$ cat src/hw/rtl/ere_pkg.sv
// ============================================================================
// Ultrasonic echo ranger package
// Shared widths, reset values, register indexes and the types that pass
// between the controller, the datapath and the ports.
// ============================================================================
package ere_pkg;

    // Field widths fixed by the interface.
    localparam int CH_W    = 2;
    localparam int TIME_W  = 32;
    localparam int DIST_W  = 16;
    localparam int SPEED_W = 16;
    localparam int ALPHA_W = 9;
    localparam int CFG_IDX_W  = 2;
    localparam int CFG_DATA_W = 16;

    // Shared multiplier operand and product widths.
    localparam int MUL_A_W = 32;
    localparam int MUL_B_W = 16;
    localparam int PROD_W  = MUL_A_W + MUL_B_W;

    // Blend accumulator: reading*a + old*(256-a) + 128 fits in 24 bits.
    localparam int ACC_W = 24;

    localparam int NUM_SENSORS_DEFAULT = 3;

    // Register reset values.
    localparam logic [SPEED_W-1:0] HALF_SPEED_RESET = 16'd11239;
    localparam logic [DIST_W-1:0]  MAX_RANGE_RESET  = 16'd4000;
    localparam logic [ALPHA_W-1:0] ALPHA_RESET      = 9'd128;
    localparam logic [ALPHA_W-1:0] ALPHA_ONE        = 9'd256;

    // Configuration register indexes.
    localparam logic [CFG_IDX_W-1:0] REG_HALF_SPEED = 2'd0;
    localparam logic [CFG_IDX_W-1:0] REG_MAX_RANGE  = 2'd1;
    localparam logic [CFG_IDX_W-1:0] REG_ALPHA      = 2'd2;

    // One echo edge request.
    typedef struct packed {
        logic [CH_W-1:0]   channel;
        logic [TIME_W-1:0] time_us;
    } ere_in_t;

    // One result request.
    typedef struct packed {
        logic [CH_W-1:0]   sensor;
        logic [DIST_W-1:0] distance_mm;
        logic              measured;
        logic              accepted;
    } ere_out_t;

    // Commands from the controller to the datapath.
    typedef struct packed {
        logic capture;    // take the input request
        logic arm_emit;   // arm the channel (if valid) and emit the result
        logic scale;      // elapsed time times half speed
        logic round;      // round, saturate and range check the reading
        logic mix_new;    // reading times alpha
        logic mix_old;    // old filter value times (1 - alpha), accumulate
        logic meas_emit;  // disarm, update the filter and emit the result
    } ere_cmd_t;

    // Status from the datapath to the controller.
    typedef struct packed {
        logic ch_valid;   // captured channel exists
        logic armed;      // captured channel is armed
        logic out_free;   // output register can take a result this cycle
    } ere_status_t;

endpackage

$ cat src/hw/rtl/ultrasonic_echo_ranger.sv
// ============================================================================
// Ultrasonic echo ranger
// Echo-edge time-of-flight measurement with a per-channel moving average.
// ============================================================================
// Each input request is one echo-pin edge with its channel and microsecond
// timestamp, and each gives exactly one result request. An edge on an idle
// channel arms it; the next edge on that channel measures the elapsed time,
// scales it to millimetres, range checks it and blends it into the channel's
// filtered distance. An arming edge, or an edge on a channel beyond the
// sensor count, has its result registered in the decode state, which waits
// for a free output register. A measuring edge has its result registered in
// the finish state, after the decode, scale, round, mix-new and mix-old
// states. A new request is accepted only once the previous one has returned
// the controller to idle. The single shared 32x16 multiplier is used three
// times in sequence (scaling, new-reading weight, old-value weight) between
// the decode, rounding and final update steps. A result waiting in the output
// register does not block the next request; only a second result waiting
// behind it stalls the block. No clearing pass follows reset.
module ultrasonic_echo_ranger #(
    parameter int NUM_SENSORS = ere_pkg::NUM_SENSORS_DEFAULT
) (
    input  logic                            aclk,
    input  logic                            aresetn,
    input  logic                            cfg_wr_en,
    input  logic [ere_pkg::CFG_IDX_W-1:0]   cfg_index,
    input  logic [ere_pkg::CFG_DATA_W-1:0]  cfg_wdata,
    input  logic                            s_valid,
    output logic                            s_ready,
    input  ere_pkg::ere_in_t                s_data,
    output logic                            m_valid,
    input  logic                            m_ready,
    output ere_pkg::ere_out_t               m_data
);
    import ere_pkg::*;

    ere_cmd_t    cmd;
    ere_status_t status;

    // Sequencer.
    ere_ctrl u_ctrl (
        .aclk    (aclk),
        .aresetn (aresetn),
        .s_valid (s_valid),
        .s_ready (s_ready),
        .status  (status),
        .cmd     (cmd)
    );

    // Arithmetic, state and output register.
    ere_datapath #(
        .NUM_SENSORS (NUM_SENSORS)
    ) u_datapath (
        .aclk      (aclk),
        .aresetn   (aresetn),
        .cfg_wr_en (cfg_wr_en),
        .cfg_index (cfg_index),
        .cfg_wdata (cfg_wdata),
        .s_data    (s_data),
        .cmd       (cmd),
        .status    (status),
        .m_valid   (m_valid),
        .m_ready   (m_ready),
        .m_data    (m_data)
    );

endmodule

$ cat src/hw/rtl/ere_ctrl.sv
// ============================================================================
// Ultrasonic echo ranger controller
// Sequences each echo edge through decode and, for a measuring edge, scaling,
// range check and the moving average blend, issuing one command group per cycle.
// ============================================================================
module ere_ctrl (
    input  logic                aclk,
    input  logic                aresetn,
    input  logic                s_valid,
    output logic                s_ready,
    input  ere_pkg::ere_status_t status,
    output ere_pkg::ere_cmd_t    cmd
);
    import ere_pkg::*;

    typedef enum logic [2:0] {
        S_IDLE,
        S_DECODE,
        S_SCALE,
        S_ROUND,
        S_MIX_NEW,
        S_MIX_OLD,
        S_FINISH
    } state_t;

    state_t state_reg;

    // Input is taken only between requests.
    assign s_ready = (state_reg == S_IDLE);

    // Command decode from the current state and datapath status.
    always_comb begin
        cmd = '0;
        case (state_reg)
            S_IDLE: begin
                cmd.capture = s_valid;
            end
            S_DECODE: begin
                cmd.arm_emit = (!status.ch_valid || !status.armed) && status.out_free;
            end
            S_SCALE: begin
                cmd.scale = 1'b1;
            end
            S_ROUND: begin
                cmd.round = 1'b1;
            end
            S_MIX_NEW: begin
                cmd.mix_new = 1'b1;
            end
            S_MIX_OLD: begin
                cmd.mix_old = 1'b1;
            end
            S_FINISH: begin
                cmd.meas_emit = status.out_free;
            end
            default: begin
                cmd = '0;
            end
        endcase
    end

    // State register.
    always_ff @(posedge aclk) begin
        if (!aresetn) begin
            state_reg <= S_IDLE;
        end else begin
            case (state_reg)
                S_IDLE: begin
                    if (s_valid) begin
                        state_reg <= S_DECODE;
                    end
                end
                S_DECODE: begin
                    if (status.ch_valid && status.armed) begin
                        state_reg <= S_SCALE;
                    end else if (status.out_free) begin
                        state_reg <= S_IDLE;
                    end
                end
                S_SCALE:   state_reg <= S_ROUND;
                S_ROUND:   state_reg <= S_MIX_NEW;
                S_MIX_NEW: state_reg <= S_MIX_OLD;
                S_MIX_OLD: state_reg <= S_FINISH;
                S_FINISH: begin
                    if (status.out_free) begin
                        state_reg <= S_IDLE;
                    end
                end
                default: begin
                    state_reg <= S_IDLE;
                end
            endcase
        end
    end

    // A measurement only proceeds on an armed, existing channel.
    assert property (@(posedge aclk) disable iff (!aresetn)
        (state_reg == S_DECODE && status.ch_valid && status.armed) |=> (state_reg == S_SCALE))
        else $error("measurement did not start scaling");

    // A new request is never taken while a measurement is in flight.
    assert property (@(posedge aclk) disable iff (!aresetn)
        (state_reg == S_MIX_OLD) |=> !s_ready)
        else $error("input taken during blend");

    // Each taken request leads to decode.
    assert property (@(posedge aclk) disable iff (!aresetn)
        cmd.capture |=> (state_reg == S_DECODE))
        else $error("captured request not decoded");

endmodule

$ cat src/hw/rtl/ere_datapath.sv
// ============================================================================
// Ultrasonic echo ranger datapath
// Holds the registers, per-channel state, the shared 32x16 multiplier and
// the output register; acts on the controller's commands.
// ============================================================================
module ere_datapath #(
    parameter int NUM_SENSORS = ere_pkg::NUM_SENSORS_DEFAULT
) (
    input  logic                                aclk,
    input  logic                                aresetn,
    input  logic                                cfg_wr_en,
    input  logic [ere_pkg::CFG_IDX_W-1:0]       cfg_index,
    input  logic [ere_pkg::CFG_DATA_W-1:0]      cfg_wdata,
    input  ere_pkg::ere_in_t                    s_data,
    input  ere_pkg::ere_cmd_t                   cmd,
    output ere_pkg::ere_status_t                status,
    output logic                                m_valid,
    input  logic                                m_ready,
    output ere_pkg::ere_out_t                   m_data
);
    import ere_pkg::*;

    // Configuration registers.
    logic [SPEED_W-1:0] half_speed_reg;
    logic [DIST_W-1:0]  max_range_reg;
    logic [ALPHA_W-1:0] alpha_reg;

    // Per-channel state.
    logic              armed_reg [NUM_SENSORS];
    logic [TIME_W-1:0] start_reg [NUM_SENSORS];
    logic [DIST_W-1:0] filt_reg  [NUM_SENSORS];

    // Working registers.
    ere_in_t           in_reg;
    logic [PROD_W-1:0] prod_reg;
    logic [DIST_W-1:0] reading_reg;
    logic              in_range_reg;
    logic [ACC_W-1:0]  acc_reg;
    ere_out_t          out_reg;
    logic              m_valid_reg;
    logic              m_valid_next;

    // Combinational values.
    logic              ch_valid;
    logic              sel_armed;
    logic [TIME_W-1:0] sel_start;
    logic [DIST_W-1:0] sel_filt;
    logic [TIME_W-1:0] elapsed;
    logic [ALPHA_W-1:0] alpha_sat;
    logic [ALPHA_W-1:0] alpha_inv;
    logic [MUL_A_W-1:0] mul_a;
    logic [MUL_B_W-1:0] mul_b;
    logic [PROD_W-1:0]  mul_out;
    logic [PROD_W-1:0]  rounded;
    logic [DIST_W-1:0]  reading_sat;
    logic [DIST_W-1:0]  filt_new;
    logic               out_free;

    // Configuration writes; an unknown index is ignored.
    always_ff @(posedge aclk) begin
        if (!aresetn) begin
            half_speed_reg <= HALF_SPEED_RESET;
            max_range_reg  <= MAX_RANGE_RESET;
            alpha_reg      <= ALPHA_RESET;
        end else if (cfg_wr_en) begin
            case (cfg_index)
                REG_HALF_SPEED: half_speed_reg <= cfg_wdata[SPEED_W-1:0];
                REG_MAX_RANGE:  max_range_reg  <= cfg_wdata[DIST_W-1:0];
                REG_ALPHA:      alpha_reg      <= cfg_wdata[ALPHA_W-1:0];
                default: begin
                end
            endcase
        end
    end

    // Select the state of the captured channel.
    always_comb begin
        ch_valid  = (int'(in_reg.channel) < NUM_SENSORS);
        sel_armed = 1'b0;
        sel_start = '0;
        sel_filt  = '0;
        for (int i = 0; i < NUM_SENSORS; i++) begin
            if (int'(in_reg.channel) == i) begin
                sel_armed = armed_reg[i];
                sel_start = start_reg[i];
                sel_filt  = filt_reg[i];
            end
        end
    end

    // Elapsed time wraps modulo 2^32; alpha saturates at one.
    assign elapsed   = in_reg.time_us - sel_start;
    assign alpha_sat = (alpha_reg > ALPHA_ONE) ? ALPHA_ONE : alpha_reg;
    assign alpha_inv = ALPHA_ONE - alpha_sat;

    // Shared multiplier operand selection.
    always_comb begin
        mul_a = '0;
        mul_b = '0;
        if (cmd.scale) begin
            mul_a = elapsed;
            mul_b = half_speed_reg;
        end else if (cmd.mix_new) begin
            mul_a = MUL_A_W'(reading_reg);
            mul_b = MUL_B_W'(alpha_sat);
        end else if (cmd.mix_old) begin
            mul_a = MUL_A_W'(sel_filt);
            mul_b = MUL_B_W'(alpha_inv);
        end
    end

    assign mul_out = PROD_W'(mul_a) * PROD_W'(mul_b);

    // Round half up and saturate the scaled reading.
    assign rounded     = prod_reg + PROD_W'(32'h8000);
    assign reading_sat = (|rounded[PROD_W-1:DIST_W+16]) ? '1 : rounded[DIST_W+15:16];

    // Blended filter value, rounding already folded into the accumulator.
    assign filt_new = acc_reg[ACC_W-1:8];

    // Working registers.
    always_ff @(posedge aclk) begin
        if (cmd.capture) begin
            in_reg <= s_data;
        end
        if (cmd.scale || cmd.mix_new) begin
            prod_reg <= mul_out;
        end
        if (cmd.round) begin
            reading_reg  <= reading_sat;
            in_range_reg <= (reading_sat <= max_range_reg);
        end
        if (cmd.mix_old) begin
            acc_reg <= prod_reg[ACC_W-1:0] + mul_out[ACC_W-1:0] + ACC_W'(128);
        end
    end

    // Per-channel state updates.
    always_ff @(posedge aclk) begin
        if (!aresetn) begin
            for (int i = 0; i < NUM_SENSORS; i++) begin
                armed_reg[i] <= 1'b0;
                filt_reg[i]  <= '0;
            end
        end else begin
            for (int i = 0; i < NUM_SENSORS; i++) begin
                if (int'(in_reg.channel) == i) begin
                    if (cmd.arm_emit) begin
                        armed_reg[i] <= 1'b1;
                    end
                    if (cmd.meas_emit) begin
                        armed_reg[i] <= 1'b0;
                        if (in_range_reg) begin
                            filt_reg[i] <= filt_new;
                        end
                    end
                end
            end
        end
    end

    // Start stamps need no reset: they are read only while armed.
    always_ff @(posedge aclk) begin
        for (int i = 0; i < NUM_SENSORS; i++) begin
            if (cmd.arm_emit && int'(in_reg.channel) == i) begin
                start_reg[i] <= in_reg.time_us;
            end
        end
    end

    // Output register.
    assign out_free     = !m_valid_reg || m_ready;
    assign m_valid_next = cmd.arm_emit || cmd.meas_emit || (m_valid_reg && !m_ready);

    always_ff @(posedge aclk) begin
        if (!aresetn) begin
            m_valid_reg <= 1'b0;
        end else begin
            m_valid_reg <= m_valid_next;
        end
    end

    always_ff @(posedge aclk) begin
        if (cmd.arm_emit) begin
            out_reg.sensor      <= in_reg.channel;
            out_reg.distance_mm <= ch_valid ? sel_filt : '0;
            out_reg.measured    <= 1'b0;
            out_reg.accepted    <= 1'b0;
        end else if (cmd.meas_emit) begin
            out_reg.sensor      <= in_reg.channel;
            out_reg.distance_mm <= in_range_reg ? filt_new : sel_filt;
            out_reg.measured    <= 1'b1;
            out_reg.accepted    <= in_range_reg;
        end
    end

    assign m_valid = m_valid_reg;
    assign m_data  = out_reg;

    assign status.ch_valid = ch_valid;
    assign status.armed    = sel_armed;
    assign status.out_free = out_free;

    // A result is written only into a free output register.
    assert property (@(posedge aclk) disable iff (!aresetn)
        (cmd.arm_emit || cmd.meas_emit) |-> out_free)
        else $error("result overwrote a pending output");

    // A measurement completes only on an existing, armed channel.
    assert property (@(posedge aclk) disable iff (!aresetn)
        cmd.meas_emit |-> (ch_valid && sel_armed))
        else $error("measurement on unarmed channel");

    // An accepted reading always comes from a measuring edge.
    assert property (@(posedge aclk) disable iff (!aresetn)
        m_valid_reg |-> (!out_reg.accepted || out_reg.measured))
        else $error("accepted without measurement");

    // A channel beyond the sensor count reports zero distance and no measurement.
    assert property (@(posedge aclk) disable iff (!aresetn)
        (m_valid_reg && int'(out_reg.sensor) >= NUM_SENSORS)
            |-> (out_reg.distance_mm == '0 && !out_reg.measured))
        else $error("nonexistent channel produced a reading");

endmodule

$ cat config.mk
export PLATFORM = sky130hd
export DESIGN_NAME = ultrasonic_echo_ranger
export DESIGN_NICKNAME = d
export VERILOG_FILES = /design/src/hw/rtl/ere_pkg.sv /design/src/hw/rtl/ultrasonic_echo_ranger.sv /design/src/hw/rtl/ere_ctrl.sv /design/src/hw/rtl/ere_datapath.sv
export SDC_FILE = /design/constraint.sdc
export NUM_CORES = 2
export LEC_CHECK = 0
export BUFFER_PORTS_ARGS = -buffer_cell sky130_fd_sc_hd__buf_2
export CORE_UTILIZATION = 65
export CTS_CLUSTER_DIAMETER = 200
export DETAILED_ROUTE_END_ITERATION = 7
export GPL_TIMING_DRIVEN = 0
export PLACE_DENSITY = 0.82
export REMOVE_ABC_BUFFERS = 1
export SLEW_MARGIN = 25
export SYNTH_ARGS = -nofsm -noshare
export SYNTH_HDL_FRONTEND = slang
export SYNTH_SLANG_ARGS = --single-unit
export TNS_END_PERCENT = 20
$ cat constraint.sdc
create_clock -name aclk -period 12.6 [get_ports aclk]
set_input_delay 0.63 -clock aclk [delete_from_list [all_inputs] [get_ports aclk]]
set_output_delay 0.63 -clock aclk [all_outputs]
set_load 0.03 [all_outputs]
# Word level (Yosys, flattened, before mapping)
# Memory sizes are Yosys's and may differ from the RTL's.
# Cells that the tools add are included.
# op_classes
n_addsub	5
n_mul	1
div_mod_pow	0
magnitude_cmp	3
eq_ne	11
shift	0
mux	85
bitwise_logic	9
reduce_logical	25
# ops
op	count
2-to-1 mux 32 bit	7
2-to-1 mux 16 bit	12
OR reduction 32 bit	2
2-to-1 mux 1 bit	56
adder 48 x 16 -> 48 bit, second input constant	1
multiplier 32 x 16 -> 48 bit	1
2-to-1 mux 20 bit	2
subtractor 32 bit	1
adder 24 bit	1
adder 24 x 8 -> 24 bit, second input constant	1
one-hot mux 3 bit (7 select lines)	1
2-to-1 mux 9 bit	2
less-or-equal comparator 16 bit	1
OR reduction 16 bit	1
equality test 3 bit, second input constant	3
> comparator 9 bit, second input constant	1
2-to-1 mux 3 bit	3
OR 1 bit	9
subtractor 9 bit, first input constant	1
equality test 2 bit, second input constant	3
equality test 3 x 2 -> 1 bit, second input constant	2
logical AND 1 bit	6
AND reduction 2 bit	3
logical OR 1 bit	5
9 further kinds	14
# totals
regBits	188
latch_bits	0
mem_bits_rw	147
romBits	0
inputBits	57
out_inout_bits	22
word_cells	157
memories	3
# mem_list
name	depth	word_bits	read_ports	rd_clocked_by_memory_dff	wr	line_no	source
u_datapath.start_reg	3	32	3	0	1	ere_datapath.sv:30	logic [TIME_W-1:0] start_reg [NUM_SENSORS];
u_datapath.filt_reg	3	16	3	0	3	ere_datapath.sv:31	logic [DIST_W-1:0] filt_reg [NUM_SENSORS];
u_datapath.armed_reg	3	1	3	0	3	ere_datapath.sv:29	logic armed_reg [NUM_SENSORS];

# Logic depth before layout (Yosys ltp)
# depth
ltp_word	14
ltp_mapped	45
mapped_depth_nobuf	42

# Modules after synthesis
# From an unflattened synthesis, not the netlist that was laid out.
# hier_totals
hier_cells	3291
area_unflattened_um2	32286.0
# modules_own_cells
mod	n_inst	cells_each	area_each_um2	seq_area_each_um2
ere_datapath	1	3260	32047.0	9278.9
ere_ctrl	1	31	239.0	60.1

# Least setup slack after synthesis
# OpenSTA, ideal clock, no wires.
# synth_path
path_kind	register to register
from	register u_datapath.in_reg[32] (netlist bit)
to	register u_datapath.acc_reg[22], data pin
setup_ns	0.259
arrival_time_ns	10.292
required_time_ns	12.341
path_slack_ns	2.049
stages_incl_launch_ff	45
n_path_buf	5
synth_period_minus_slack_ns	10.551
cell_sequence	edfxtp_1 -> buf_2 -> buf_1 -> buf_1 -> buf_1 -> mux2i_1 -> nor2_1 -> a21oi_1 -> ha_1 -> a21o_1 -> a311o_1 -> and2_1 -> o21a_1 -> nor2_1 -> xnor2_1 -> nand2_1 -> o21ai_1 -> clkbuf_1 -> (+9 left out) -> inv_1 -> ha_1 -> nand2_1 -> o211ai_1 -> o211ai_1 -> and2_1 -> o21ai_0 -> xor2_1 -> ha_1 -> ha_1 -> a21o_1 -> a21oi_1 -> nor3b_1 -> o211ai_1 -> nand3_1 -> nand3b_1 -> a211oi_1 -> nor2_1
# synth_between
elab_chain_cells	10
word_cells_on_any_way	16
classes_between	add/sub (3); mul (1); eq/ne (2); mux (9); reduce/logical (1)
# synth_rtl
item	line_no	source
start, declared	ere_datapath.sv:34	ere_in_t in_reg;
start signal, assigned	ere_datapath.sv:124	in_reg <= s_data;
parallel branches: the longest is 6 deep, another holds subtractor 32 bit	-	
2-to-1 mux 32 bit *	ere_datapath.sv:100	if (cmd.scale) begin
multiplier 32 x 16 -> 48 bit *	ere_datapath.sv:112	assign mul_out = PROD_W'(mul_a) * PROD_W'(mul_b);
via u_datapath.mul_out[16]	ere_datapath.sv:53	logic [PROD_W-1:0] mul_out;
adder 24 bit *	ere_datapath.sv:134	acc_reg <= prod_reg[ACC_W-1:0] + mul_out[ACC_W-1:0] + ACC_W'(128);
adder 24 x 8 -> 24 bit *	ere_datapath.sv:134	
end signal, assigned	ere_datapath.sv:134	
end, declared	ere_datapath.sv:38	logic [ACC_W-1:0] acc_reg;
# Mark *: on every way through the listed nets, which the timed path passes.
# A chain may end at the register's enable or synchronous reset.

# Worst setup path after layout
# Same ends and word-level chain as after synthesis.

==> results.cfg <==
[run_status]
status = finished, final reports clean

[timing]
skew_ns = 0.0252
fin_ws_ns = 0.580
slew_headroom_pct = 26.3
finalCritPeriodShare_pct = 95.4
fin_crit_ns = 12.02
holdWs_ns = 0.235
fmax_mhz = 83.2
worst_pin_slew_ns = 1.10
setup_viol = 0
slew_viol_final = 0
rsz0062_at_grt = no
hold_viol_final = 0

[power]
clkPwrFrac_pct = 37.8
p_total_w = 0.00285
internal_power_w = 0.00200
pwr-share-seq_pct = 43.4
switching_share_pct = 29.8
ir_worst_vdd_v = 0.000111
combPwrFrac_pct = 18.8
p_leak_nw = 15.4
powerDensity_nw_per_um2 = 80.8
switching_power_w = 0.000850

[worst_setup_path]
path_max_fanout = 28
cp_slowest_cell = fa_1
worstPathArrival_ns = 12.33
max_stage_delay_ns = 0.55
end_kind = flip-flop
required_ns = 12.91
crit_type = reg -> reg
cp_common_cell = fa_1
startpoint_type = flip-flop

[cts]
cts_max_level = 2
path_clk_slew_ns = 0.06
cts_made_buffers = 36
clk_latency_ns = 0.57
clockBufferDepth = 3
cts.sinks = 327
cts_root_buf = clkbuf_16
cts_tree = built

[synthesis]
async_flop_share_pct = 0
synth-seq-area-share_pct = 28.7
yosysUniqueCellTypes = 77
synth-seq-cells = 327
synth_ff_type = edfxtp_1
syn_inst = 3317
syn_avg_cell_area_um2 = 9.81
yosysWarnings = 0
synth_edf_count = 279
mappedNetlistArea_um2 = 32500

[floorplanning]
coreArea_um2 = 49200
io-pin-count = 79
dieArea_um2 = 50900
rows = 81
initial_core_util_pct = 66.2
die_h_um = 226
die_w_um = 226

[cells_and_area]
num-nets-final = 4019
mostFrequentLayoutCell = inv_1
largest_reg_flops = 96
drive_gt1_share_pct = 7.80
nFillCells = 3521
instances_no_fill = 4023
most-common-layout-cells = 505 x inv_1, 435 x nand2_1, 419 x fa_1, 279 x edfxtp_1, 252 x nor2_1
fin_area_um2 = 35200
syn2layout_area_growth_pct = 8.37

[grt]
globalRouteOverflowTotal = 0
grt_max_degree = 53
first_global_vias = 26400
grt_pass1_wl_mm = 144
grt_antenna_before_repair = 5
track_usage_pct = 37.7

[drt]
dr.pass1.iters = 6
vias = 25000
ant_nets = 0
drt_iter0_markers = 2220
via_per_inst = 6.21
finalWirelength_mm = 91.9
route.detailed.drc = 0
wire_per_inst_um = 22.8

[placed_design]
pre_cts_ws_ns = 0.503
dpl.hpwl_mm = 71.0
numPortBuffers = 78
place_area_um2 = 34000
gp_congestion = 0.965
dp_cells = 3956

[run]
cap_violations = 0

[min_path]
hold_class = in -> reg
[cell usage after synthesis, types with 4 or more instances]
cell type / count / area share, %
inv_1: 505 / 5.8
nand2_1: 435 / 5.0
fa_1: 419 / 26
edfxtp_1: 279 / 26
nor2_1: 257 / 3.0
ha_1: 212 / 8.2
a21oi_1: 135 / 2.1
clkbuf_1: 113 / 1.3
mux2i_1: 93 / 2.9
o21ai_0: 81 / 1.2
xnor2_1: 64 / 1.7
and2_1: 62 / 1.2
nand3_1: 62 / 0.95
dfxtp_1: 48 / 3.0
and3_1: 43 / 0.83
a21o_1: 41 / 0.95
xor2_1: 41 / 1.1
nor2b_1: 40 / 0.77
nor3_1: 28 / 0.43
nand2b_1: 24 / 0.46
o21a_1: 22 / 0.51
a21boi_0: 20 / 0.46
nand4_1: 20 / 0.38
o211ai_1: 20 / 0.46
o21ai_1: 20 / 0.31
a31oi_1: 17 / 0.33
buf_1: 17 / 0.20
a22o_1: 16 / 0.43
nand3b_1: 16 / 0.37
nor4_1: 14 / 0.27
a211oi_1: 12 / 0.28
o21bai_1: 11 / 0.25
o31ai_1: 11 / 0.25
or3_1: 11 / 0.21
nand2_2: 10 / 0.19
o22ai_1: 9 / 0.17
and4_1: 7 / 0.19
buf_2: 5 / 0.077
nor3b_1: 5 / 0.12
o22a_1: 5 / 0.13
or2_2: 5 / 0.096
or3b_2: 5 / 0.13
or3b_1: 4 / 0.11
[cells by family after synthesis]
logic type / after synthesis / synth area share [%]
and+or+nand+nor: 1067 / 15.3
buffers and inverters: 642 / 7.47
adders and majority gates: 631 / 33.9
AOI/OAI and AO/OA: 450 / 8.77
DFF: 327 / 28.7
xor gates and xnor gates: 105 / 2.83
muxes: 95 / 2.93
[power by group through the flow]
stage / Clock, W / Sequential [W] / Combinational [W]
5_1_grt: 0.00113 / 0.00124 / 0.000567
6_report: 0.00108 / 0.00124 / 0.000535
4_1_cts: 0.00108 / 0.00124 / 0.000521
2_1_floorplan: 0 / 0.00126 / 0.000296
3_5_place_dp: 0 / 0.00126 / 0.000517
3_3_place_gp: 0 / 0.00127 / 0.000458
[cell type report]
class | instances | area, um2 | area share (%)
Antenna cell | 2 | 5.00 | 0.0142
Sequential cell | 327 | 9340 | 26.5
Tap cell | 664 | 831 | 2.36
Multi-Input combinational cell | 2349 | 21100 | 59.8
Clock inverter | 20 | 228 | 0.646
Clock buffer | 44 | 972 | 2.76
Inverter | 505 | 1900 | 5.38
Timing Repair Buffer | 112 | 881 | 2.50
[per-layer routing]
layer / global-route usage (%) / vias to the layer above / part of all wire (%)
li1: - / 10900 / -
met1: 45.0 / 12400 / 36
met2: 62.2 / 1286 / 47
met3: 6.87 / 365 / 8.7
met4: 26.5 / 2 / 8.2
met5: 0 / - / 0.015
[worst paths after layout]
path | from | to | slack, ns | cells past startpoint
min | s_data[3] | u_datapath.in_reg[3] | 0.23 | 1
max | u_datapath.in_reg[32] | u_datapath.acc_reg[22] | 0.58 | 44
max reg2reg | u_datapath.in_reg[32] | u_datapath.acc_reg[22] | 0.58 | 44
min reg2reg | u_datapath.m_data[0] | u_datapath.m_data[0] | 0.47 | 2
[critical path, delay by kind of cell, from the launching register on]
kind / cells / cell delay [ns]
AO/OA/AOI/OAI: 10 / 2.47
XOR/XNOR: 2 / 0.65
adder cells (fa/ha/maj): 11 / 4.61
buffers and inverters: 8 / 0.95
flip-flops: 1 / 0.52
AND/OR/NAND/NOR: 13 / 2.50
[stage by stage]
| step | utilization, % | TNS [ns] |
|---|---|---|
| final | 71.7 | 0 |
| after global routing | 71.7 | 0 |
| after CTS | 71.6 | 0 |
| after detailed placement | 69.2 | 0 |
| after global placement | 67.6 | -135.74 |
| after floorplan | - | 0 |
[repair_timing]
action / CTS / global route
hold buffers: 0 / 0
resized for setup: 0 / 2
setup endpoints to repair: 0 / 5
setup buffers: 0 / 0
Power figures use the tool's default switching activity.
